## src/hdl/rfd_pkg.sv

```systemverilog
// Shared types, codes and constants of the recorder frame deframer.
`default_nettype none

package rfd_pkg;

  localparam int MAX_CHANNELS_DEF = 8;
  localparam int CFG_IDX_W        = 3;
  localparam int CFG_DATA_W       = 64;

  localparam logic [19:0] US_PER_S = 20'd1000000;

  localparam logic [31:0] TYPE_TIME = 32'd1;
  localparam logic [31:0] TYPE_AUX  = 32'd3;
  localparam logic [31:0] TYPE_TEMP = 32'd5;
  localparam logic [31:0] TYPE_END  = 32'd13;

  localparam logic [CFG_IDX_W-1:0] CFG_FRAME_CHANS = 3'd0;
  localparam logic [CFG_IDX_W-1:0] CFG_START_TIME  = 3'd1;
  localparam logic [CFG_IDX_W-1:0] CFG_SKEW_ENABLE = 3'd2;
  localparam logic [CFG_IDX_W-1:0] CFG_SKEW_OFFSET = 3'd3;
  localparam logic [CFG_IDX_W-1:0] CFG_SYNC_TIME   = 3'd4;
  localparam logic [CFG_IDX_W-1:0] CFG_SKEW_RATE   = 3'd5;

  typedef enum logic [1:0] {
    KIND_SAMPLE = 2'd0,
    KIND_TIME   = 2'd1,
    KIND_AUX    = 2'd2,
    KIND_END    = 2'd3
  } kind_t;

  typedef struct packed {
    logic [3:0]  frame_chans;
    logic [63:0] start_time_us;
    logic        skew_enable;
    logic [31:0] skew_offset_us;
    logic [63:0] sync_time_us;
    logic [47:0] skew_rate;
  } cfg_t;

  typedef struct packed {
    logic        start;
    logic        ack;
    logic [31:0] w1;
    logic [31:0] w2;
  } time_req_t;

  typedef struct packed {
    logic        done;
    logic [63:0] t;
  } time_rsp_t;

endpackage

`default_nettype wire

```

## src/hdl/rfd_time_unit.sv

```systemverilog
// Timestamp sequencer around one shared 33x25 multiplier, with 64-bit sums and a 112-bit accumulator.
`default_nettype none

module rfd_time_unit import rfd_pkg::*; (
  input  wire logic clk,
  input  wire logic rst_n,
  input  cfg_t      cfg,
  input  time_req_t req,
  output time_rsp_t rsp
);

  typedef enum logic [3:0] {
    T_IDLE, T_MUL, T_SUM, T_START, T_DIFF, T_ABS, T_PP, T_NEG, T_OFS, T_SKEW, T_DONE
  } tstate_t;

  tstate_t             state_r, state_nxt;
  logic [63:0]         t_r, t_nxt;
  logic [63:0]         d_r, d_nxt;
  logic [47:0]         rmag_r, rmag_nxt;
  logic [111:0]        acc_r, acc_nxt;
  logic                neg_r, neg_nxt;
  logic [2:0]          pp_cnt_r, pp_cnt_nxt;
  logic signed [32:0]  mul_a;
  logic signed [24:0]  mul_b;
  logic signed [57:0]  prod_r;
  logic [1:0]          pp_prev;
  logic [6:0]          pp_shift;
  logic [111:0]        pp_ext;
  logic [63:0]         q;

  assign rsp.done = (state_r == T_DONE);
  assign rsp.t    = t_r;
  assign pp_prev  = 2'(pp_cnt_r - 3'd1);
  assign pp_ext   = {56'd0, prod_r[55:0]};
  assign q        = acc_r[111:48];

  always_comb begin
    case (pp_prev)
      2'd0:    pp_shift = 7'd0;
      2'd1:    pp_shift = 7'd24;
      2'd2:    pp_shift = 7'd32;
      default: pp_shift = 7'd56;
    endcase
  end

  always_comb begin
    mul_a = '0;
    mul_b = '0;
    if (state_r == T_MUL) begin
      mul_a = $signed({req.w1[31], req.w1});
      mul_b = $signed({5'd0, US_PER_S});
    end else if (state_r == T_PP) begin
      mul_a = $signed({1'b0, (pp_cnt_r[1] ? d_r[63:32] : d_r[31:0])});
      mul_b = $signed({1'b0, (pp_cnt_r[0] ? rmag_r[47:24] : rmag_r[23:0])});
    end
  end

  always_ff @(posedge clk) begin
    prod_r <= mul_a * mul_b;
  end

  always_comb begin
    state_nxt  = state_r;
    t_nxt      = t_r;
    d_nxt      = d_r;
    rmag_nxt   = rmag_r;
    acc_nxt    = acc_r;
    neg_nxt    = neg_r;
    pp_cnt_nxt = pp_cnt_r;
    unique case (state_r)
      T_IDLE: begin
        if (req.start) state_nxt = T_MUL;
      end
      T_MUL: state_nxt = T_SUM;
      T_SUM: begin
        t_nxt     = {{6{prod_r[57]}}, prod_r} + {{32{req.w2[31]}}, req.w2};
        state_nxt = T_START;
      end
      T_START: begin
        t_nxt     = t_r + cfg.start_time_us;
        state_nxt = cfg.skew_enable ? T_DIFF : T_DONE;
      end
      T_DIFF: begin
        d_nxt     = t_r - cfg.sync_time_us;
        state_nxt = T_ABS;
      end
      T_ABS: begin
        d_nxt      = d_r[63] ? (64'd0 - d_r) : d_r;
        rmag_nxt   = cfg.skew_rate[47] ? (48'd0 - cfg.skew_rate) : cfg.skew_rate;
        neg_nxt    = d_r[63] ^ cfg.skew_rate[47];
        acc_nxt    = 112'd1 << 47;
        pp_cnt_nxt = 3'd0;
        state_nxt  = T_PP;
      end
      T_PP: begin
        if (pp_cnt_r != 3'd0) acc_nxt = acc_r + (pp_ext << pp_shift);
        pp_cnt_nxt = pp_cnt_r + 3'd1;
        if (pp_cnt_r == 3'd4) state_nxt = T_NEG;
      end
      T_NEG: begin
        d_nxt     = neg_r ? (64'd0 - q) : q;
        state_nxt = T_OFS;
      end
      T_OFS: begin
        t_nxt     = t_r + {{32{cfg.skew_offset_us[31]}}, cfg.skew_offset_us};
        state_nxt = T_SKEW;
      end
      T_SKEW: begin
        t_nxt     = t_r + d_r;
        state_nxt = T_DONE;
      end
      T_DONE: begin
        if (req.ack) state_nxt = T_IDLE;
      end
      default: state_nxt = T_IDLE;
    endcase
  end

  always_ff @(posedge clk) begin
    if (!rst_n) begin
      state_r  <= T_IDLE;
      t_r      <= '0;
      d_r      <= '0;
      rmag_r   <= '0;
      acc_r    <= '0;
      neg_r    <= 1'b0;
      pp_cnt_r <= '0;
    end else begin
      state_r  <= state_nxt;
      t_r      <= t_nxt;
      d_r      <= d_nxt;
      rmag_r   <= rmag_nxt;
      acc_r    <= acc_nxt;
      neg_r    <= neg_nxt;
      pp_cnt_r <= pp_cnt_nxt;
    end
  end

endmodule

`default_nettype wire

```

## config.mk

```make
export PLATFORM = sky130hd
export DESIGN_NAME = rfd_time_unit
export DESIGN_NICKNAME = d
export VERILOG_FILES = /design/src/hdl/rfd_pkg.sv /design/src/hdl/rfd_time_unit.sv
export SDC_FILE = /design/constraint.sdc
export NUM_CORES = 2
export LEC_CHECK = 0
export BUFFER_PORTS_ARGS = -buffer_cell sky130_fd_sc_hd__buf_2
export CAP_MARGIN = 20
export CORE_ASPECT_RATIO = 0.8
export CORE_MARGIN = 2
export CORE_UTILIZATION = 65
export CTS_BUF_LIST = sky130_fd_sc_hd__clkbuf_4
export DETAILED_ROUTE_END_ITERATION = 7
export GPL_TIMING_DRIVEN = 1
export PLACE_DENSITY = 0.86
export SETUP_SLACK_MARGIN = 0.4
export SLEW_MARGIN = 20
export SYNTH_ARGS = -nofsm -noshare
export SYNTH_HDL_FRONTEND = slang
export SYNTH_SLANG_ARGS = --single-unit
export TNS_END_PERCENT = 20
```

## constraint.sdc

```tcl
create_clock -name clk -period 16.7 [get_ports clk]
set_input_delay 5.01 -clock clk [delete_from_list [all_inputs] [get_ports clk]]
set_output_delay 5.01 -clock clk [all_outputs]
set_load 0.01 [all_outputs]
```

==> impl_results.md <==
* Die W at 357 µm
* Post-CTS setup buffer count at 0
* Post-DP Area at 0.0674 mm²
* Slew HR at 0.153
* DRC viols at 2
* Async SR Flop Fraction at 0
* Gr usage total at 0.517
* Total Wirelength at 270 mm
* Top cell type's share of synthesized area at 0.248
* Sequential-to-total area share from yosys stat at 0.109
* CTS Root Cell: clkbuf_4
* Synth area leader: fa_1
* Unrepaired setup endpoints after global routing: false
* Detailed-placement wirelength estimate at 212 mm
* Hold Path Class: register to register
* Initial DRC count at 9,626
* Area grow syn2layout at 6.06%
* Die Ht at 287 µm
* Setup CP Type: input pin to register
* P_leak at 33.1 nW
* Leading cell type in the layout, fill and taps excluded: inv_1
* Pin slew with the least headroom to its limit at 1.26 ns
* Post-route design area at 0.0688 mm²
* Multi-input logic area at 0.0524 mm²
* Core Rows at roughly 100
* Violated checks: DRC
* Max Fclk at roughly 0.077 GHz
* Crit path top cell by count: fa_1
* First-pass DRT Iterations at 8
* Reg area at 0.00710 mm²
* Via/cell ratio at 6.71
* Post-synth EDFFs at 0
* WHS Path Cells at 2
* Starting Density at 0.657
* Max cap viols at 0
* Clock sink count at 354
* Total CTS buffers at 105
* Pre-CTS setup slack at 3.01 ns
* Final Max Tran Viols at 0
* Post-CTS Resized at 0
* Commonest non-fill, non-tap cells in the layout: inv_1, nor2_1, fa_1
* Yosys reg bits at ~350
* Post-Syn Instances at approximately 8.4k
* Fin crit share at 0.775
* Remaining Overflow, GRT at 0
* Highest-delay cell along the critical path: o21a_1
* Filler Cells Inserted at 8,066
* Die ar. at 0.102 mm²
* Routability cong. at 1.12
* Crit path DAT at 13.72 ns
* H-tree levels at 3
* Synth Cell Area at 0.0649 mm²
* Setup TNS at 0 ns
* Synth warnings at 0
* Core Area at 0.0988 mm²
* Final min period at 12.94 ns
* Initial antenna violation count at 13
* Status: complete, but fails checks
* Wire length per cell at approximately 27 µm
* Via count at ~66k
* Largest net degree at the start of global routing at 87
* CTS tree: yes
* Number of routed nets with antenna violations at 0
* Layout cells sized above 1 at 0.0852
* Critical path capture point type: register
* Dpl cells at 9,656
* Ys flop type: dfxtp_1
* Number of buffers added on ports at 341
* Non-filler cells, final at 9,857
* Post-CTS Hold Fix Bufs at 0
* CP required at 17.49 ns
* Final worst slack at 3.76 ns
* Ports at 346
* Maximum buffer depth of the clock tree at 3
* Fin Clk Skew at slightly below 0.09 ns
* Worst hold slack at 0.452 ns
* CP max FO at 16
* Avg Inst Size Synth at between 7 and 8 µm²
* # nets final at approximately 10k
* Netlist cell types at 92
* Main area contributors after synthesis: fa_1, dfxtp_1, ha_1, inv_1, nor2_1
* Global-route wire length before repair at 394 mm
* Final setup viols at 0
* Clock Latency Late Sink at 0.99 ns
* Max stage delay on crit path at 0.88 ns
* Worst vdd ir at between 0.7 and 0.8 mV
* Final Hold Viols at 0
* R2R cell count at 28
* CP startpoint kind: input pin
* Power Density at approximately 200 mW/mm²
* Number of global-route vias before repair at 63.7k
* Clock-pin slew on the worst setup and hold paths at 0.06 ns
==> cell type report <==
cell class	instances	area share
clock buffers	137	0.0149
diodes	13	0.000473
multi-input cells	6523	0.762
clock inverters	50	0.00398
inverters	1029	0.0562
well taps	1312	0.0238
repair buffers	439	0.0358
flip-flops and latches	354	0.103
==> flip-flops by register name, indices dropped and copies added (netlist names) <==
name,count
acc_r,112
d_r,64
neg_r,1
pp_cnt_r,3
prod_r,58
rmag_r,48
state_r,4
t_r,64
==> worst max-delay path: cells and delay by family <==
family | cells | cell delay (ns)
buf+inv | 5 | 0.32
simple gates | 3 | 0.60
compound gates | 12 | 3.81
fa+ha+maj | 8 | 3.95
==> path summary, 6_finish.rpt <==
path | start | slack (ns) | endpoint
hold / removal | rmag_r[21]$_SDFFE_PN0P_ | 0.45 | rmag_r[21]$_SDFFE_PN0P_
setup reg to reg | state_r[1]$_SDFFE_PN0P_ | 5.80 | prod_r[50]$_DFF_P_
setup / recovery | req[55] | 3.76 | prod_r[50]$_DFF_P_
hold reg to reg | rmag_r[21]$_SDFFE_PN0P_ | 0.45 | rmag_r[21]$_SDFFE_PN0P_
==> synthesized netlist by cell type (all sizes together) (16+ instances only) <==
cell,number
a21o,224
clkbuf,453
nand3,112
nor2b,62
mux2i,158
xnor2,272
nor3,109
nand4,104
o21ai,490
ha,477
o21bai,65
and2,57
or2,28
a31oi,55
xor2,196
a21oi,628
inv,1028
a222oi,18
o31ai,60
o211ai,38
nand2,768
nand2b,54
or3,40
o41ai,16
nor4,33
buf,33
fa,804
mux2,35
nor2,978
a211oi,109
o21a,71
a22oi,71
o22ai,31
dfxtp,354
and3,66
or4,21
==> stage by stage <==
stage | power, W | utilization
6_report | 0.0138 | 0.696
5_1_grt | 0.0147 | 0.696
4_1_cts | 0.0133 | 0.695
3_5_place_dp | 0.0124 | 0.682
3_3_place_gp | 0.0120 | 0.682
2_1_floorplan | 0.00917 | -
==> kinds of logic (layout without fill, tap and decap cells) <==
group	after synthesis	count (layout)	synth area share
muxes	193	193	0.0304
AOI/OAI and AO/OA	2062	2062	0.199
xor gates and xnor gates	468	468	0.0631
and+or+nand+nor	2478	2478	0.170
buffers and inverters	1515	1655	0.0877
other	2	54	0.000116
DFF	354	354	0.109
adders and majority gates	1281	1281	0.340
==> per-layer routing <==
layer | vias to the layer above | track usage | routed length (µm)
met3 | 1274 | 0.230 | 45700
met2 | 5315 | 0.721 | 106000
met1 | 31311 | 0.653 | 96300
li1 | 28220 | - | -
met5 | - | 0 | 303
met4 | 12 | 0.318 | 21600
==> power by group <==
group | leakage [nW] | switching (W) | internal, W
registers | 2.88 | 0.000396 | 0.00110
clock network | 0.761 | 0.000474 | 0.000416
logic | 29.5 | 0.00695 | 0.00441
total | 33.1 | 0.00782 | 0.00593
Note: power is estimated with default switching activity, not from simulation.
