### src/hdl/rfd_pkg.sv
// Shared types, codes and constants of the recorder frame deframer.
`default_nettype none

package rfd_pkg;

  localparam int MAX_CHANNELS_DEF = 8;
  localparam int CFG_IDX_W        = 3;
  localparam int CFG_DATA_W       = 64;

  localparam logic [19:0] US_PER_S = 20'd1000000;

  localparam logic [31:0] TYPE_TIME = 32'd1;
  localparam logic [31:0] TYPE_AUX  = 32'd3;
  localparam logic [31:0] TYPE_TEMP = 32'd5;
  localparam logic [31:0] TYPE_END  = 32'd13;

  localparam logic [CFG_IDX_W-1:0] CFG_FRAME_CHANS = 3'd0;
  localparam logic [CFG_IDX_W-1:0] CFG_START_TIME  = 3'd1;
  localparam logic [CFG_IDX_W-1:0] CFG_SKEW_ENABLE = 3'd2;
  localparam logic [CFG_IDX_W-1:0] CFG_SKEW_OFFSET = 3'd3;
  localparam logic [CFG_IDX_W-1:0] CFG_SYNC_TIME   = 3'd4;
  localparam logic [CFG_IDX_W-1:0] CFG_SKEW_RATE   = 3'd5;

  typedef enum logic [1:0] {
    KIND_SAMPLE = 2'd0,
    KIND_TIME   = 2'd1,
    KIND_AUX    = 2'd2,
    KIND_END    = 2'd3
  } kind_t;

  typedef struct packed {
    logic [3:0]  frame_chans;
    logic [63:0] start_time_us;
    logic        skew_enable;
    logic [31:0] skew_offset_us;
    logic [63:0] sync_time_us;
    logic [47:0] skew_rate;
  } cfg_t;

  typedef struct packed {
    logic        start;
    logic        ack;
    logic [31:0] w1;
    logic [31:0] w2;
  } time_req_t;

  typedef struct packed {
    logic        done;
    logic [63:0] t;
  } time_rsp_t;

endpackage

`default_nettype wire

### src/hdl/rfd_cfg_if.sv
// Configuration write channel of the recorder frame deframer.
`default_nettype none

interface rfd_cfg_if import rfd_pkg::*; ();
  logic                  valid;
  logic                  ready;
  logic [CFG_IDX_W-1:0]  index;
  logic [CFG_DATA_W-1:0] data;

  modport source (output valid, output index, output data, input ready);
  modport sink (input valid, input index, input data, output ready);
endinterface

`default_nettype wire

### src/hdl/rfd_cfg_regs.sv
// Configuration register file of the recorder frame deframer.
`default_nettype none

module rfd_cfg_regs import rfd_pkg::*; (
  input  wire logic clk,
  input  wire logic rst_n,
  rfd_cfg_if.sink   cfg_if,
  output cfg_t      cfg
);

  cfg_t cfg_r;
  cfg_t cfg_nxt;

  assign cfg_if.ready = 1'b1;
  assign cfg = cfg_r;

  always_comb begin
    cfg_nxt = cfg_r;
    if (cfg_if.valid) begin
      unique case (cfg_if.index)
        CFG_FRAME_CHANS: cfg_nxt.frame_chans    = cfg_if.data[3:0];
        CFG_START_TIME:  cfg_nxt.start_time_us  = cfg_if.data;
        CFG_SKEW_ENABLE: cfg_nxt.skew_enable    = cfg_if.data[0];
        CFG_SKEW_OFFSET: cfg_nxt.skew_offset_us = cfg_if.data[31:0];
        CFG_SYNC_TIME:   cfg_nxt.sync_time_us   = cfg_if.data;
        CFG_SKEW_RATE:   cfg_nxt.skew_rate      = cfg_if.data[47:0];
        default: ;
      endcase
    end
  end

  always_ff @(posedge clk) begin
    if (!rst_n) begin
      cfg_r             <= '0;
      cfg_r.frame_chans <= 4'd1;
    end else begin
      cfg_r <= cfg_nxt;
    end
  end

endmodule

`default_nettype wire

### src/flat_wrapper.sv
// flat-port wrapper written by rule: the top's interface ports become plain ports
module rfd_cfg_regs_flat import rfd_pkg::*;
  (clk, rst_n, cfg, cfg_if_valid, cfg_if_index, cfg_if_data, cfg_if_ready);
  rfd_cfg_if cfg_if_i ();
  input  wire logic clk;
  input  wire logic rst_n;
  output cfg_t cfg;
  input wire logic [$bits(cfg_if_i.valid)-1:0] cfg_if_valid;
  input wire logic [$bits(cfg_if_i.index)-1:0] cfg_if_index;
  input wire logic [$bits(cfg_if_i.data)-1:0] cfg_if_data;
  output wire logic [$bits(cfg_if_i.ready)-1:0] cfg_if_ready;
  assign cfg_if_i.valid = cfg_if_valid;
  assign cfg_if_i.index = cfg_if_index;
  assign cfg_if_i.data = cfg_if_data;
  assign cfg_if_ready = cfg_if_i.ready;
  rfd_cfg_regs u_core (.clk(clk), .rst_n(rst_n), .cfg_if(cfg_if_i), .cfg(cfg));
endmodule
### config.mk
export PLATFORM = sky130hd
export DESIGN_NAME = rfd_cfg_regs_flat
export DESIGN_NICKNAME = d
export VERILOG_FILES = /design/src/hdl/rfd_pkg.sv /design/src/hdl/rfd_cfg_if.sv /design/src/hdl/rfd_cfg_regs.sv /design/src/flat_wrapper.sv
export SDC_FILE = /design/constraint.sdc
export NUM_CORES = 1
export LEC_CHECK = 0
export BUFFER_PORTS_ARGS = -buffer_cell sky130_fd_sc_hd__buf_2
export CAP_MARGIN = 0
export CORE_MARGIN = 3
export CORE_UTILIZATION = 50
export CTS_CLUSTER_DIAMETER = 60
export DETAILED_ROUTE_END_ITERATION = 8
export PLACE_DENSITY_LB_ADDON = 0.1
export SLEW_MARGIN = 10
export SYNTH_ARGS = -nofsm -noshare
export SYNTH_HDL_FRONTEND = slang
export SYNTH_SLANG_ARGS = --single-unit
### constraint.sdc
create_clock -name clk -period 1.8 [get_ports clk]
set_clock_uncertainty 0.15 [all_clocks]
set_input_delay 0.09 -clock clk [delete_from_list [all_inputs] [get_ports clk]]
set_output_delay 0.09 -clock clk [all_outputs]
set_load 0.1 [all_outputs]
==> metrics.md, run 1 <==
| Metric | Value |
|---|---|
| Die W | 131 um |
| Leakage power figure | 5.88 nW |
| Reg area | 4260 um2 |
| First-pass GRT wire length | 34.7 mm |
| CP bufs+invs | 3 |
| Mapped Cells | 766 |
| Total power | 11.1 mW |
| CTS tree | built |
| Initial Util | 51.3% |
| Peak VDD IR | 0.801 mV |
| Synthesis Warnings | 0 |
| Peak Freq | 590 MHz |
| Design Area, Final | 11100 um2 |
| Cell Area, Synth | 7860 um2 |
| Net Sw Frac | 27.2% |
| Die extent in y | 131 um |
| Wirelength per Cell | 16.3 um |
| Total GRT Usage | 24.1% |
| Maxcap violations | 0 |
| Fin crit period | 1.70 ns |
| CP Max Fanout | 21 |
| Hold slack | -0.0813 ns |
| Switching pwr | 3.01 mW |
| Library cells used by synthesis | 14 |
| CP top delay family | buffers and inverters |
| Yosys reg bits | 213 |
| Initial antenna violation count | 0 |
| Placed Area | 9480 um2 |
| Worst hold path class | input port to register |
| DRT iter0 DRCs | 306 |
| Via count | 6527 |
| Worst-margin pin slew | 0.824 ns |
| CTS Sinks | 213 |
| Final Util | 72.3% |
| Number of I/O port buffers | 282 |
| CTS root buffer | clkbuf_16 |
| Post-route DRC violation count | 0 |
| Vias in the first global route | 6627 |
| Filler cells | 1222 |
| Cts bufs inserted | 22 |
| Nets | 1188 |
| Status | finished, violations left |
| Grt ovf | 0 |
| IO Pins | 284 |
| Syn nets | 836 |
| Clock tree buffer depth | 3 |
| Max Slew Vio Count | 0 |
| Slowest cell delay on critical path | 0.83 ns |
| Most used cell, CP | dlygate4sd3_1 |
| Post-detail-place hpwl | 13.8 mm |
| Setup CP Type | input port to register |
| Die area | 17300 um2 |
| Worst skew pair latency | 0.48 ns |
| CP required | 2.08 ns |
| Clk slew on worst S/H paths | 0.06 ns |
| Critical-path cell list | clkbuf_8, dlygate4sd3_1, nand2_1, mux2i_1, dlygate4sd3_1 |
| Row Count | 45 |
| Vias/cell | 4.86 |
| Final Cycle Share | 94.2% |
| Critical path's slowest cell | dlygate4sd3_1 |
| Final setup violating endpoints | 0 |
| Critical Path End Type | register |
| Max-slew headroom | 44.9% |
| CP arrival | 1.97 ns |
| Avg Cell Area, Syn | 10.3 um2 |
| Final hold viol count | 1 |
| Routed wire length | 21.9 mm |
| Largest net degree at the start of global routing | 54 |
| Area growth syn-to-layout | 41.0% |
| Final TNS setup | 0 ns |
| Part of the power in registers | 44.1% |
| Post-route ant nets | 0 |
| Core Footprint | 15300 um2 |
| Sequential fraction of the synthesis area | 54.3% |
| Failing checks | hold timing |
| # diodes | 0 |
| Area occupied by multi-input gates | 3280 um2 |
| Power density cells | 998 nW/um2 |
| Detailed Routing Iterations Pass 1 | 5 |
| GP Congestion | 0.781 |
| H-tree depth | 1 |
| Clock share of power | 41.9% |
| Combinational Power Share | 14.0% |
| Max reg flops | 213 |
| Internal | 8.04 mW |
| Startpoint Class | input port |
| Layout cells sized above 1 | 30.3% |
==> tightest hold or removal path: stages <==
cell and delay, ns:
clkbuf_8 0.19, nand2_1 0.13, mux2i_1 0.08
==> worst paths after layout <==
path	slack, ns	end	cells past startpoint	from
max	0.10	u_core.cfg[207]$_SDFFE_PN0P_	5	rst_n
min	-0.08	u_core.cfg[111]$_SDFFE_PN0P_	3	rst_n
max reg2reg	0.50	u_core.cfg[209]$_SDFFE_PN1P_	3	u_core.cfg[209]$_SDFFE_PN1P_
min reg2reg	0.30	u_core.cfg[210]$_SDFFE_PN0P_	2	u_core.cfg[210]$_SDFFE_PN0P_
==> routing by layer <==
metal	part of all wire [%]	vias to the layer above	track usage (%)	wire (um)
met3	7.2	41	6.85	1570
met1	43	3065	29.6	9430
li1	-	3211	-	-
met4	2.6	0	6.42	559
met2	47	210	41.7	10300
met5	0	-	0	0
==> cell usage in the layout (no fill, tap or decap), types with 2 or more instances in the layout <==
| master | Yosys | routed |
|---|---|---|
| buf_12 | 0 | 10 |
| buf_2 | 11 | 281 |
| buf_4 | 12 | 12 |
| bufinv_16 | 0 | 2 |
| clkbuf_1 | 23 | 4 |
| clkbuf_16 | 0 | 24 |
| clkbuf_8 | 0 | 6 |
| clkinv_2 | 0 | 2 |
| clkinvlp_4 | 0 | 2 |
| dfxtp_1 | 213 | 213 |
| dlygate4sd3_1 | 0 | 78 |
| mux2i_1 | 213 | 213 |
| nand2_1 | 276 | 276 |
| nand4b_1 | 2 | 2 |
| nor2b_1 | 2 | 2 |
==> timing repair <==
item	4_1_cts	5_1_grt
setup endpoints to repair	0	5
gates resized for setup	0	0
hold buffers	76	5
buffers inserted	0	5
hold endpoints to repair	213	16
==> area by class of cell <==
type | count | area share (%)
clock buffer | 32 | 5.95
clock inverter | 7 | 0.847
multi-input combinational | 498 | 29.6
sequential | 213 | 38.5
tap | 211 | 2.38
timing repair buffer | 383 | 22.7
==> power groups by stage <==
stage / registers [mW] / logic [mW] / clock network (mW)
6_report: 4.87 / 1.55 / 4.63
4_1_cts: 4.87 / 1.53 / 4.71
3_5_place_dp: 4.97 / 1.40 / 0
2_1_floorplan: 5.72 / 0.352 / 0
5_1_grt: 4.88 / 1.62 / 4.94
3_3_place_gp: 4.97 / 1.39 / 0
==> synth_stat cells <==
library cell / n / share of area, %
nand2_1: 276 / 13
dfxtp_1: 213 / 54
mux2i_1: 213 / 27
clkbuf_1: 23 / 1.1
buf_4: 12 / 1.1
buf_2: 11 / 0.70
buf_6: 9 / 1.3
nand4b_1: 2 / 0.22
nor2b_1: 2 / 0.16
and4bb_1: 1 / 0.16
conb_1: 1 / 0.048
nand4bb_1: 1 / 0.14
nor4b_4: 1 / 0.30
nor4bb_1: 1 / 0.13
==> logic make-up after synthesis <==
kind of cell	synth area share [%]
flip-flops	54.3
buffers and inverters	4.24
AND/OR/NAND/NOR	14.3
multiplexers	27.1
other	0.0477
==> per-stage QoR <==
step / hold WS (ns) / worst slack [ns] / std cells
floorplan: 0.102 / 0.419 / 766
global placement: 0.214 / 0.360 / 1221
detailed placement: 0.226 / 0.314 / 1221
CTS: -0.143 / 0.00776 / 1336
global route: 0.00101 / -0.00364 / 1344
finish: -0.0813 / 0.105 / 1344
Power figures use the tool's default switching activity.
==> inputs of run 2 (changes only) <==
--- a/config.mk
+++ b/config.mk
@@ -5,6 +5,7 @@
 export SDC_FILE = /design/constraint.sdc
 export NUM_CORES = 1
 export LEC_CHECK = 0
+export ABC_AREA = 1
 export BUFFER_PORTS_ARGS = -buffer_cell sky130_fd_sc_hd__buf_2
 export CAP_MARGIN = 0
 export CORE_MARGIN = 3
==> run 2 against run 1 <==
Effect of this change: the flow now finishes without violations; core utilization is 0.47 points lower; routed wire length up 20%; sequential cell count is the same; via count increased by 35%; area after synthesis up 7.8%; design area increased by 5.3%; sequential share of layout area is 1.9 points lower; die area increased by 7.4%; critical path depth rose by 3; global-route usage is 2.8 points higher; critical endpoint is now u_core.cfg[209]$_SDFFE_PN1P_.
==> metrics.md, run 2 <==
| Metric | Value |
|---|---|
| Status | completed |
| Avg Cell Area, Syn | 6.83 um2 |
| Total GRT Usage | 26.9% |
| GP Congestion | 0.812 |
| Die W | 136 um |
| Post-route ant nets | 0 |
| Synthesis Warnings | 0 |
| Layout cells sized above 1 | 22.5% |
| Design Area, Final | 11700 um2 |
| Final Cycle Share | 93.6% |
| Non-Filler Instances | 1788 |
| Post-synth ARST share | 0% |
| Via count | 8844 |
| Library cells used by synthesis | 13 |
| CTS Sinks | 213 |
| Critical Path End Type | register |
| RSZ-0062 raised after global routing | no |
| CTS tree | built |
| Placed insts | 1672 |
| Max Slew Vio Count | 0 |
| CP Max Fanout | 5 |
| Post-route DRC violation count | 0 |
| CP required | 2.10 ns |
| Max-slew headroom | 64.6% |
| Cell Area, Synth | 8470 um2 |
| Final TNS setup | 0 ns |
| First-pass GRT wire length | 41.0 mm |
| Area growth syn-to-layout | 37.7% |
| Vias in the first global route | 8139 |
| Worst-margin pin slew | 0.535 ns |
| # resized after CTS | 0 |
| Final setup violating endpoints | 0 |
| Internal | 8.40 mW |
| R2r startpoint | u_core.cfg[209]$_SDFFE_PN1P_ |
| Nets | 1626 |
| Part of the power in registers | 40.6% |
| Final hold viol count | 0 |
| Row Count | 46 |
| CP top delay family | buffers and inverters |
| Top-count cell post-synth | nor2_1 |
| Syn nets | 1310 |
| Critical-path cell list | dlygate4sd3_1, buf_2, inv_2, nand2_1, nor2_1, nand2_1, nand3_1, dlygate4sd3_1 |
| Die area | 18500 um2 |
| Worst hold path class | input port to register |
| Core Footprint | 16200 um2 |
| Initial Util | 52.2% |
| Clock share of power | 39.6% |
| Sequential fraction of the synthesis area | 50.4% |
| Largest net degree at the start of global routing | 74 |
| Startpoint Class | input port |
| Wirelength per Cell | 14.7 um |
| IO Pins | 284 |
| Cts bufs inserted | 24 |
| Primary FF master, synth | dfxtp_1 |
| Maxcap violations | 0 |
| CP bufs+invs | 4 |
| Most frequent cells in the layout | nor2_1 (425), buf_2 (281), nand2_1 (220), nand3_1 (213), dfxtp_1 (213) |
| Vias/cell | 4.95 |
| Fin crit period | 1.69 ns |
| Peak Freq | 593 MHz |
| Initial antenna violation count | 1 |
| Placed Area | 10100 um2 |
| Die extent in y | 136 um |
| Worst skew pair latency | 0.50 ns |
| Clk slew on worst S/H paths | 0.06 ns |
| Detailed Routing Iterations Pass 1 | 5 |
| # diodes | 0 |
| Peak VDD IR | 0.815 mV |
| Setup CP Type | input port to register |
| Switching pwr | 3.83 mW |
| Top-area cell type share of the netlist area | 50.4% |
| Yosys reg bits | 213 |
| Worst Setup SP | cfg_if_index[0] |
| Number of I/O port buffers | 282 |
| H-tree depth | 1 |
| CTS root buffer | clkbuf_16 |
| DRT iter0 DRCs | 612 |
| Hold Path Origin | cfg_if_valid |
| Ranking of synthesized cells by area | dfxtp_1 (50%), nor2_1 (19%), nand3_1 (13%) |
| Grt ovf | 0 |
| Commonest non-fill, non-tap cell in the layout | nor2_1 |
| CP arrival | 1.98 ns |
| Post-synth EDFFs | 0 |
| Post-detail-place hpwl | 16.4 mm |
| Net Sw Frac | 31.3% |
| Power density cells | 1050 nW/um2 |
| Commonest cells in the netlist | nor2_1 (429), nand2_1 (220), dfxtp_1 (213), nand3_1 (213), inv_1 (68) |
| Synth area leader | dfxtp_1 |
| Slowest cell delay on critical path | 0.56 ns |
| Mapped Cells | 1240 |
| Critical path's slowest cell | dlygate4sd3_1 |
| Routed wire length | 26.3 mm |
| Combinational Power Share | 19.7% |
| Max reg flops | 213 |
| Clock tree buffer depth | 3 |
| Leakage power figure | 5.88 nW |
==> run 2: what timing repair did <==
| action | CTS | global route |
|---|---|---|
| hold buffers | 71 | 0 |
| setup buffers | 0 | 1 |
| setup endpoints to repair | 0 | 4 |
| endpoints found under the hold margin | 213 | 0 |
==> run 2: metrics by stage <==
stage | worst slack [ns] | hold slack (ns) | total power [mW] | util (%)
after detailed placement | 0.360 | 0.174 | 7.33 | 62.2
final | 0.115 | 0.0558 | 12.2 | 71.9
after CTS | 0.0218 | 0.0378 | 12.3 | 71.5
after floorplan | 0.443 | 0.0532 | 6.88 | -
after global routing | 0.00687 | 0.0891 | 12.6 | 71.9
after global placement | 0.421 | 0.156 | 7.31 | 62.2
==> run 2: worst paths after layout <==
kind,end,slack [ns],depth (start not counted)
worst max-delay path,u_core.cfg[209]$_SDFFE_PN1P_,0.11,8
worst min-delay path,u_core.cfg[210]$_SDFFE_PN0P_,0.06,5
worst max register to register,u_core.cfg[209]$_SDFFE_PN1P_,0.54,3
worst min register to register,u_core.cfg[210]$_SDFFE_PN0P_,0.32,2
==> run 2: layer usage <==
| metal | track usage [%] | up-vias | wire length [um] |
|---|---|---|---|
| li1 | - | 4451 | - |
| met1 | 33.0 | 3999 | 10700 |
| met2 | 47.2 | 341 | 12800 |
| met3 | 6.62 | 51 | 2140 |
| met4 | 7.28 | 2 | 655 |
| met5 | 0 | - | 13 |
==> run 2: power by group through the flow <==
stage / sequential (mW) / clock (mW) / combinational [mW]
finish: 4.97 / 4.85 / 2.41
global route: 4.98 / 5.10 / 2.55
CTS: 4.97 / 4.93 / 2.38
detailed placement: 5.07 / 0 / 2.26
global placement: 5.06 / 0 / 2.25
floorplan: 6.25 / 0 / 0.629
==> run 2: layout make-up <==
cell class | instances | area [um2]
sequential | 213 | 4260
clock buffer | 36 | 707
timing repair buffer | 380 | 2500
multi-input combinational | 867 | 3570
tap | 216 | 270
clock inverter | 6 | 83.8
inverter | 70 | 264
fill | 1414 | 4570
==> run 2: kinds of logic (layout without fill, tap and decap cells) <==
logic type | after synthesis | after routing | synth area share, %
buffers and inverters | 160 | 492 | 7.95
and+or+nand+nor | 865 | 865 | 41.6
DFF | 213 | 213 | 50.4
other | 1 | 1 | 0.0443
AOI/OAI and AO/OA | 1 | 1 | 0.0591
==> run 2: worst reg2reg max path: cells and delay by family, from the launching register on <==
family / cells / cell delay (ns)
flops: 1 / 0.31
simple gates: 2 / 0.12
buf+inv: 1 / 0.56
