### src/hdl/rfd_pkg.sv
// Shared types, codes and constants of the recorder frame deframer.
`default_nettype none

package rfd_pkg;

  localparam int MAX_CHANNELS_DEF = 8;
  localparam int CFG_IDX_W        = 3;
  localparam int CFG_DATA_W       = 64;

  localparam logic [19:0] US_PER_S = 20'd1000000;

  localparam logic [31:0] TYPE_TIME = 32'd1;
  localparam logic [31:0] TYPE_AUX  = 32'd3;
  localparam logic [31:0] TYPE_TEMP = 32'd5;
  localparam logic [31:0] TYPE_END  = 32'd13;

  localparam logic [CFG_IDX_W-1:0] CFG_FRAME_CHANS = 3'd0;
  localparam logic [CFG_IDX_W-1:0] CFG_START_TIME  = 3'd1;
  localparam logic [CFG_IDX_W-1:0] CFG_SKEW_ENABLE = 3'd2;
  localparam logic [CFG_IDX_W-1:0] CFG_SKEW_OFFSET = 3'd3;
  localparam logic [CFG_IDX_W-1:0] CFG_SYNC_TIME   = 3'd4;
  localparam logic [CFG_IDX_W-1:0] CFG_SKEW_RATE   = 3'd5;

  typedef enum logic [1:0] {
    KIND_SAMPLE = 2'd0,
    KIND_TIME   = 2'd1,
    KIND_AUX    = 2'd2,
    KIND_END    = 2'd3
  } kind_t;

  typedef struct packed {
    logic [3:0]  frame_chans;
    logic [63:0] start_time_us;
    logic        skew_enable;
    logic [31:0] skew_offset_us;
    logic [63:0] sync_time_us;
    logic [47:0] skew_rate;
  } cfg_t;

  typedef struct packed {
    logic        start;
    logic        ack;
    logic [31:0] w1;
    logic [31:0] w2;
  } time_req_t;

  typedef struct packed {
    logic        done;
    logic [63:0] t;
  } time_rsp_t;

endpackage

`default_nettype wire

### src/hdl/rfd_in_if.sv
// Input word channel of the recorder frame deframer.
`default_nettype none

interface rfd_in_if ();
  logic              valid;
  logic              ready;
  logic signed [31:0] word;

  modport source (output valid, output word, input ready);
  modport sink (input valid, input word, output ready);
endinterface

`default_nettype wire

### src/hdl/rfd_out_if.sv
// Result channel of the recorder frame deframer.
`default_nettype none

interface rfd_out_if ();
  logic               valid;
  logic               ready;
  logic [1:0]         kind;
  logic [2:0]         channel;
  logic signed [31:0] sample_value;
  logic               frame_last;
  logic signed [63:0] timestamp_us;
  logic [47:0]        sample_index;
  logic signed [15:0] temperature;
  logic [15:0]        humidity;
  logic signed [15:0] battery_voltage;

  modport source (output valid, output kind, output channel, output sample_value,
                  output frame_last, output timestamp_us, output sample_index,
                  output temperature, output humidity, output battery_voltage,
                  input ready);
  modport sink (input valid, input kind, input channel, input sample_value,
                input frame_last, input timestamp_us, input sample_index,
                input temperature, input humidity, input battery_voltage,
                output ready);
endinterface

`default_nettype wire

### src/hdl/rfd_frame_ctrl.sv
// Frame parser, stored status values and result register of the recorder frame deframer.
`default_nettype none

module rfd_frame_ctrl import rfd_pkg::*; #(
  parameter int MAX_CHANNELS = MAX_CHANNELS_DEF
) (
  input  wire logic  clk,
  input  wire logic  rst_n,
  input  cfg_t       cfg,
  rfd_in_if.sink     in_if,
  rfd_out_if.source  out_if,
  output time_req_t  treq,
  input  time_rsp_t  trsp
);

  typedef enum logic {S_IDLE, S_TIME} state_t;

  localparam logic [4:0] MAX_LEN = 5'(MAX_CHANNELS);

  state_t      state_r, state_nxt;
  logic [3:0]  wl_r, wl_nxt;
  logic [3:0]  wp_r, wp_nxt;
  logic        ctrl_r, ctrl_nxt;
  logic        time_seen_r, time_seen_nxt;
  logic [47:0] frame_count_r, frame_count_nxt;
  logic [63:0] last_ts_r, last_ts_nxt;
  logic [15:0] hum_r, hum_nxt;
  logic [15:0] bat_r, bat_nxt;
  logic        ended_r, ended_nxt;

  logic        ov_r, ov_nxt;
  kind_t       ok_r, ok_nxt;
  logic [2:0]  och_r, och_nxt;
  logic [31:0] osv_r, osv_nxt;
  logic        olast_r, olast_nxt;
  logic [63:0] ots_r, ots_nxt;
  logic [47:0] oidx_r, oidx_nxt;
  logic [15:0] otemp_r, otemp_nxt;
  logic [15:0] ohum_r, ohum_nxt;
  logic [15:0] obat_r, obat_nxt;

  logic [31:0] cw_r [0:2];
  logic        cw_we;
  logic [1:0]  cw_idx;

  logic        accept;
  logic        out_free;
  logic        ctrl;
  logic [3:0]  pos;
  logic [4:0]  flen;
  logic [4:0]  cc_ext;

  assign out_free    = !ov_r || out_if.ready;
  assign in_if.ready = (state_r == S_IDLE) && out_free;
  assign accept      = in_if.valid && in_if.ready;
  assign cc_ext      = {1'b0, cfg.frame_chans};
  assign flen        = (cc_ext == 5'd0) ? 5'd1 : ((cc_ext > MAX_LEN) ? MAX_LEN : cc_ext);

  assign out_if.valid           = ov_r;
  assign out_if.kind            = ok_r;
  assign out_if.channel         = och_r;
  assign out_if.sample_value    = osv_r;
  assign out_if.frame_last      = olast_r;
  assign out_if.timestamp_us    = ots_r;
  assign out_if.sample_index    = oidx_r;
  assign out_if.temperature     = otemp_r;
  assign out_if.humidity        = ohum_r;
  assign out_if.battery_voltage = obat_r;

  always_comb begin
    state_nxt       = state_r;
    wl_nxt          = wl_r;
    wp_nxt          = wp_r;
    ctrl_nxt        = ctrl_r;
    time_seen_nxt   = time_seen_r;
    frame_count_nxt = frame_count_r;
    last_ts_nxt     = last_ts_r;
    hum_nxt         = hum_r;
    bat_nxt         = bat_r;
    ended_nxt       = ended_r;
    ov_nxt          = ov_r && !out_if.ready;
    ok_nxt          = ok_r;
    och_nxt         = och_r;
    osv_nxt         = osv_r;
    olast_nxt       = olast_r;
    ots_nxt         = ots_r;
    oidx_nxt        = oidx_r;
    otemp_nxt       = otemp_r;
    ohum_nxt        = ohum_r;
    obat_nxt        = obat_r;
    treq.start      = 1'b0;
    treq.ack        = 1'b0;
    treq.w1         = cw_r[1];
    treq.w2         = cw_r[2];
    cw_we           = 1'b0;
    cw_idx          = 2'd0;
    ctrl            = ctrl_r;
    pos             = wp_r;

    unique case (state_r)
      S_IDLE: begin
        if (accept && !ended_r) begin
          if (wl_r == 4'd0) begin
            ctrl   = in_if.word[0];
            wl_nxt = ctrl ? 4'd3 : 4'(flen - 5'd1);
            pos    = 4'd0;
            wp_nxt = 4'd1;
          end else begin
            wp_nxt = wp_r + 4'd1;
            wl_nxt = wl_r - 4'd1;
          end
          ctrl_nxt = ctrl;

          if (ctrl) begin
            cw_we  = (pos < 4'd3);
            cw_idx = pos[1:0];
            if (wl_nxt == 4'd0) begin
              unique case (cw_r[0])
                TYPE_TIME: begin
                  treq.start = 1'b1;
                  state_nxt  = S_TIME;
                end
                TYPE_AUX: begin
                  bat_nxt = cw_r[1][31:16];
                  hum_nxt = cw_r[1][15:0];
                end
                TYPE_TEMP: begin
                  ov_nxt    = 1'b1;
                  ok_nxt    = KIND_AUX;
                  och_nxt   = '0;
                  osv_nxt   = '0;
                  olast_nxt = 1'b0;
                  ots_nxt   = last_ts_r;
                  oidx_nxt  = '0;
                  otemp_nxt = cw_r[1][31:16];
                  ohum_nxt  = hum_r;
                  obat_nxt  = bat_r;
                end
                TYPE_END: begin
                  ended_nxt = 1'b1;
                  ov_nxt    = 1'b1;
                  ok_nxt    = KIND_END;
                  och_nxt   = '0;
                  osv_nxt   = '0;
                  olast_nxt = 1'b0;
                  ots_nxt   = '0;
                  oidx_nxt  = '0;
                  otemp_nxt = '0;
                  ohum_nxt  = '0;
                  obat_nxt  = '0;
                end
                default: ;
              endcase
            end
          end else if (time_seen_r) begin
            ov_nxt    = 1'b1;
            ok_nxt    = KIND_SAMPLE;
            och_nxt   = pos[2:0];
            osv_nxt   = in_if.word;
            olast_nxt = (wl_nxt == 4'd0);
            ots_nxt   = '0;
            oidx_nxt  = '0;
            otemp_nxt = '0;
            ohum_nxt  = '0;
            obat_nxt  = '0;
            if (wl_nxt == 4'd0) frame_count_nxt = frame_count_r + 48'd1;
          end
        end
      end
      S_TIME: begin
        if (trsp.done && out_free) begin
          treq.ack      = 1'b1;
          last_ts_nxt   = trsp.t;
          time_seen_nxt = 1'b1;
          ov_nxt        = 1'b1;
          ok_nxt        = KIND_TIME;
          och_nxt       = '0;
          osv_nxt       = '0;
          olast_nxt     = 1'b0;
          ots_nxt       = trsp.t;
          oidx_nxt      = frame_count_r;
          otemp_nxt     = '0;
          ohum_nxt      = '0;
          obat_nxt      = '0;
          state_nxt     = S_IDLE;
        end
      end
      default: state_nxt = S_IDLE;
    endcase
  end

  always_ff @(posedge clk) begin
    if (cw_we) cw_r[cw_idx] <= in_if.word;
  end

  always_ff @(posedge clk) begin
    if (!rst_n) begin
      state_r       <= S_IDLE;
      wl_r          <= '0;
      wp_r          <= '0;
      ctrl_r        <= 1'b0;
      time_seen_r   <= 1'b0;
      frame_count_r <= '0;
      last_ts_r     <= '0;
      hum_r         <= '0;
      bat_r         <= '0;
      ended_r       <= 1'b0;
      ov_r          <= 1'b0;
      ok_r          <= KIND_SAMPLE;
      och_r         <= '0;
      osv_r         <= '0;
      olast_r       <= 1'b0;
      ots_r         <= '0;
      oidx_r        <= '0;
      otemp_r       <= '0;
      ohum_r        <= '0;
      obat_r        <= '0;
    end else begin
      state_r       <= state_nxt;
      wl_r          <= wl_nxt;
      wp_r          <= wp_nxt;
      ctrl_r        <= ctrl_nxt;
      time_seen_r   <= time_seen_nxt;
      frame_count_r <= frame_count_nxt;
      last_ts_r     <= last_ts_nxt;
      hum_r         <= hum_nxt;
      bat_r         <= bat_nxt;
      ended_r       <= ended_nxt;
      ov_r          <= ov_nxt;
      ok_r          <= ok_nxt;
      och_r         <= och_nxt;
      osv_r         <= osv_nxt;
      olast_r       <= olast_nxt;
      ots_r         <= ots_nxt;
      oidx_r        <= oidx_nxt;
      otemp_r       <= otemp_nxt;
      ohum_r        <= ohum_nxt;
      obat_r        <= obat_nxt;
    end
  end

endmodule

`default_nettype wire

### src/flat_wrapper.sv
// flat-port wrapper written by rule: the top's interface ports become plain ports
module rfd_frame_ctrl_flat import rfd_pkg::*;
#(
  parameter int MAX_CHANNELS = MAX_CHANNELS_DEF
)
  (clk, rst_n, cfg, treq, trsp, in_if_valid, in_if_word, in_if_ready, out_if_valid, out_if_kind, out_if_channel, out_if_sample_value, out_if_frame_last, out_if_timestamp_us, out_if_sample_index, out_if_temperature, out_if_humidity, out_if_battery_voltage, out_if_ready);
  rfd_in_if in_if_i ();
  rfd_out_if out_if_i ();
  input  wire logic clk;
  input  wire logic rst_n;
  input  cfg_t cfg;
  output time_req_t treq;
  input  time_rsp_t trsp;
  input wire logic [$bits(in_if_i.valid)-1:0] in_if_valid;
  input wire logic [$bits(in_if_i.word)-1:0] in_if_word;
  output wire logic [$bits(in_if_i.ready)-1:0] in_if_ready;
  output wire logic [$bits(out_if_i.valid)-1:0] out_if_valid;
  output wire logic [$bits(out_if_i.kind)-1:0] out_if_kind;
  output wire logic [$bits(out_if_i.channel)-1:0] out_if_channel;
  output wire logic [$bits(out_if_i.sample_value)-1:0] out_if_sample_value;
  output wire logic [$bits(out_if_i.frame_last)-1:0] out_if_frame_last;
  output wire logic [$bits(out_if_i.timestamp_us)-1:0] out_if_timestamp_us;
  output wire logic [$bits(out_if_i.sample_index)-1:0] out_if_sample_index;
  output wire logic [$bits(out_if_i.temperature)-1:0] out_if_temperature;
  output wire logic [$bits(out_if_i.humidity)-1:0] out_if_humidity;
  output wire logic [$bits(out_if_i.battery_voltage)-1:0] out_if_battery_voltage;
  input wire logic [$bits(out_if_i.ready)-1:0] out_if_ready;
  assign in_if_i.valid = in_if_valid;
  assign in_if_i.word = in_if_word;
  assign in_if_ready = in_if_i.ready;
  assign out_if_valid = out_if_i.valid;
  assign out_if_kind = out_if_i.kind;
  assign out_if_channel = out_if_i.channel;
  assign out_if_sample_value = out_if_i.sample_value;
  assign out_if_frame_last = out_if_i.frame_last;
  assign out_if_timestamp_us = out_if_i.timestamp_us;
  assign out_if_sample_index = out_if_i.sample_index;
  assign out_if_temperature = out_if_i.temperature;
  assign out_if_humidity = out_if_i.humidity;
  assign out_if_battery_voltage = out_if_i.battery_voltage;
  assign out_if_i.ready = out_if_ready;
  rfd_frame_ctrl #(.MAX_CHANNELS(MAX_CHANNELS)) u_core (.clk(clk), .rst_n(rst_n), .cfg(cfg), .in_if(in_if_i), .out_if(out_if_i), .treq(treq), .trsp(trsp));
endmodule
### config.mk
export PLATFORM = sky130hd
export DESIGN_NAME = rfd_frame_ctrl_flat
export DESIGN_NICKNAME = d
export VERILOG_FILES = /design/src/hdl/rfd_pkg.sv /design/src/hdl/rfd_in_if.sv /design/src/hdl/rfd_out_if.sv /design/src/hdl/rfd_frame_ctrl.sv /design/src/flat_wrapper.sv
export SDC_FILE = /design/constraint.sdc
export NUM_CORES = 1
export LEC_CHECK = 0
export BUFFER_PORTS_ARGS = -buffer_cell sky130_fd_sc_hd__buf_2
export CAP_MARGIN = 20
export CORE_AREA = 10 10 215 217
export CTS_CLUSTER_SIZE = 10
export DETAILED_ROUTE_END_ITERATION = 8
export DIE_AREA = 0 0 225 227
export HOLD_SLACK_MARGIN = 0.12
export PLACE_DENSITY = 0.73
export SYNTH_ARGS = -nofsm -noshare
export SYNTH_HDL_FRONTEND = slang
export SYNTH_SLANG_ARGS = --single-unit
### constraint.sdc
create_clock -name clk -period 11.87 [get_ports clk]
set_input_delay 2.374 -clock clk [delete_from_list [all_inputs] [get_ports clk]]
set_output_delay 2.374 -clock clk [all_outputs]
set_load 0.02 [all_outputs]
==> metrics.md <==
| Metric | Value |
|---|---|
| Hold Path Class | register to register |
| Status | finished clean |
| Crit path largest cell delay | 0.56 ns |
| VDD IR max | 0.0001527 V |
| Post-Syn Area | 0.01750 mm2 |
| Least-Margin Pin Slew | 1.101 ns |
| Hold Slack | 0.4550 ns |
| Largest net degree at the start of global routing | 103 |
| Via-to-Cell Ratio | 5.857 |
| Clk pwr share | 0.459 |
| Die ar. | 0.05108 mm2 |
| Slowest CP cell | a221oi_2 |
| Adder-cell share of the synthesized area | 0.002860 |
| Combinational share of power | 0.047 |
| Post-DP HPWL | 39.05 mm |
| Netlist cell types | 61 |
| Via count of the routed design | 15600 |
| Final net count | 2409 |
| Number of flops mapped to enable cells by yosys | 96 |
| Pre-CTS setup slack | 4.958 ns |
| Die H | 227 um |
| Post-DRT Antenna Nets | 0 |
| Core footprint | 0.04176 mm2 |
| Rows | 75 |
| Level count of the clock H-tree | 2 |
| Worst-path clk slew | 0.05 ns |
| Final hold violation count | 0 |
| 1st-iter DRT viols | 1741 |
| WP buf/inv | 2 |
| Post-CTS Hold Fix Bufs | 0 |
| Routed Wire Length | 59.20 mm |
| Final worst-path cycle share | 0.5861 |
| Synth top area cells | dfxtp_1 (41%), edfxtp_1 (16%), nand2_1 (8.0%) |
| Sink Count | 451 |
| Post-cts resize count | 0 |
| Worst clock skew | 0.01710 ns |
| Hold Startpoint | u_core.last_ts_r[2] |
| FF+latch count, synth | 451 |
| Reg2reg setup slack | 7.48 ns |
| Data arrival, critical path | 4.58 ns |
| CTS Buffer Depth | 3 |
| Worst setup EP type | output pin |
| Crit path launch | cfg[211] |
| Die X | 225 um |
| MaxCap Viol Count | 0 |
| Initial antenna violation count | 11 |
| I/O Buffers | 370 |
| Crit-path leading delay family | compound AO/OA/AOI/OAI gates |
| Layout cells sized above 1 | 0.2288 |
| Slew HR | 0.2660 |
| Sw Ratio | 0.2282 |
| Setup TNS | 0 ns |
| Compound-Gate Fraction of Synth Area | 0.1460 |
| Critical path class | primary input to output pin |
| RSZ-0062 raised after global routing | no |
| Initial core utilization | 0.4190 |
| Share of power burned in registers | 0.494 |
| I/O pins | 580 |
| Synth Flop Type | dfxtp_1 |
| Cell Int Power | 2.477 mW |
| Number of global-route vias before repair | 14840 |
| CTS Root Cell | clkbuf_16 |
| Global-route wire length before repair | 88.22 mm |
| CP dominant cell by count | buf_2 |
| Net count after synthesis | 2121 |
| TritonRoute pass-1 iters | 6 |
| Asr flop ratio synth | 0 |
| Post-synthesis xor/xnor area fraction | 0.002503 |
| Pwr Total | 3.210 mW |
| Main combinational cell family by area after synthesis | simple AND/OR/NAND/NOR gates |
| GPL Wtd Cong | 0.8234 |
| Setup-failing EPs final | 0 |
| GRT Overall Usage | 0.2200 |
| Tmin final | 6.957 ns |
| Fin. max-slew vios | 0 |
| Psw | 0.7326 mW |
| Mapped Avg Cell Area | 9.705 um2 |
| Synth top area share | 0.4061 |
| Fmax | 143.7 MHz |
| Final WS setup | 4.913 ns |
| Synth Area in Simple Gates | 0.1892 |
| Yosys warnings | 0 |
| CP Launch Type | primary input |
| PD cells | 151.4 mW/mm2 |
| Mux contribution to synthesized area | 0.04712 |
| CTS tree | yes |
| Pleak | 8.294 nW |
| DRC violations left | 0 |
| Wirelength per Cell | 22.23 um |
| Insertion delay to the later sink of the worst-skew pair | 0.59 ns |
| Post-CTS Setup Inserts | 0 |
| Crit path cell chain | buf_2 -> o21bai_1 -> nand2b_1 -> ha_1 -> nand3_1 -> a221oi_2 -> nand2_1 -> nor3_1 -> buf_2 |
| Crit Reg-Reg Startpoint | u_core.state_r |
| CP Max Fanout | 7 |
| CTS Buf Count | 53 |
| Area leader, netlist | dfxtp_1 |
| Post-synthesis to final-layout area growth | 21.18% |
| Post-synthesis sequential area ratio | 0.5709 |
| Required @ worst endpoint | 9.50 ns |
| Mapped Cells | 1803 |
| GR Overflow Total | 0 |
path summary, 6_finish.rpt:
kind,to,cells past startpoint
worst max-delay path,treq[65],9
worst min-delay path,u_core.last_ts_r[2],2
worst max register to register,u_core.out_if.timestamp_us[59],8
worst min register to register,u_core.last_ts_r[2],2
layer usage:
layer	global-route usage	vias to the layer above	part of all wire
met5	0	-	0.00039
met1	0.2954	7573	0.43
met2	0.3202	748	0.43
met3	0.07708	104	0.11
met4	0.08160	4	0.032
li1	-	7169	-
stage by stage:
step | std cells | util | cell area (um2)
floorplan | 1803 | - | 17500
detailed placement | 2573 | 0.4695 | 19610
finish | 2663 | 0.5078 | 21200
CTS | 2657 | 0.5064 | 21150
global route | 2660 | 0.5076 | 21200
global placement | 2573 | 0.4695 | 19610
synth_stat cells (13+ instances only):
| cell | count |
|---|---|
| nand3_1 | 126 |
| nor2_1 | 28 |
| a32oi_1 | 64 |
| inv_1 | 19 |
| dfxtp_1 | 355 |
| or4_1 | 13 |
| o21ai_0 | 13 |
| nand4_1 | 78 |
| nand2_1 | 372 |
| a21oi_1 | 135 |
| buf_2 | 30 |
| nor4_1 | 14 |
| nor3_1 | 13 |
| clkbuf_1 | 108 |
| o41ai_1 | 13 |
| buf_1 | 18 |
| o31ai_1 | 67 |
| mux2i_1 | 79 |
| o22ai_1 | 50 |
| edfxtp_1 | 96 |
| nand2b_1 | 24 |
layout by cell type, fill, tap and decap left out, types with 14 or more instances in the layout:
cell       instances
nand2_1          369
buf_2            369
dfxtp_1          354
a21oi_1          134
nand3_1          125
edfxtp_1          96
mux2i_1           79
nand4_1           78
o31ai_1           67
a32oi_1           64
clkbuf_16         54
o22ai_1           50
nor2_1            27
nand2b_1          24
clkbuf_1          21
buf_4             21
inv_1             17
nor4_1            14
flip-flops by register name (all words and copies together), names as in the netlist, 2 cells and up:
name / flops
u_core.frame_count_r: 48
u_core.last_ts_r: 64
u_core.out_if.sample_value: 32
u_core.out_if.sample_index: 48
u_core.bat_r: 16
u_core.out_if.kind: 2
u_core.out_if.battery_voltage: 16
u_core.out_if.channel: 3
u_core.wp_r: 4
u_core.cw_r: 96
u_core.hum_r: 16
u_core.out_if.humidity: 16
u_core.out_if.timestamp_us: 64
u_core.wl_r: 4
u_core.out_if.temperature: 16
kinds of logic after synthesis:
group	count (synthesis)
buffers and inverters	179
AO/OA/AOI/OAI	378
XOR/XNOR	5
AND/OR/NAND/NOR	705
multiplexers	81
adder cells (fa/ha/maj)	4
flip-flops	451
power groups by stage:
stage	Combinational [mW]	Clock [mW]	Sequential (mW)
finish	0.151	1.47	1.59
detailed placement	0.147	0	1.62
CTS	0.147	1.49	1.59
floorplan	0.0791	0	1.62
global placement	0.143	0	1.62
global route	0.164	1.55	1.59
tightest hold or removal path: stages, from the launching register on:
cell and delay [ns]:
dfxtp_1 0.31, nand2_1 0.05, a21oi_1 0.05
final cells by class:
class / instances / area, um2
Clock inverter: 4 / 40.04
Inverter: 19 / 76.32
Multi-Input combinational cell: 1173 / 6845
Antenna cell: 4 / 10.01
Fill cell: 3748 / 20550
Timing Repair Buffer: 393 / 2066
Sequential cell: 451 / 9993
Tap cell: 539 / 674.4
Clock buffer: 80 / 1499
Power figures use the tool's default switching activity.
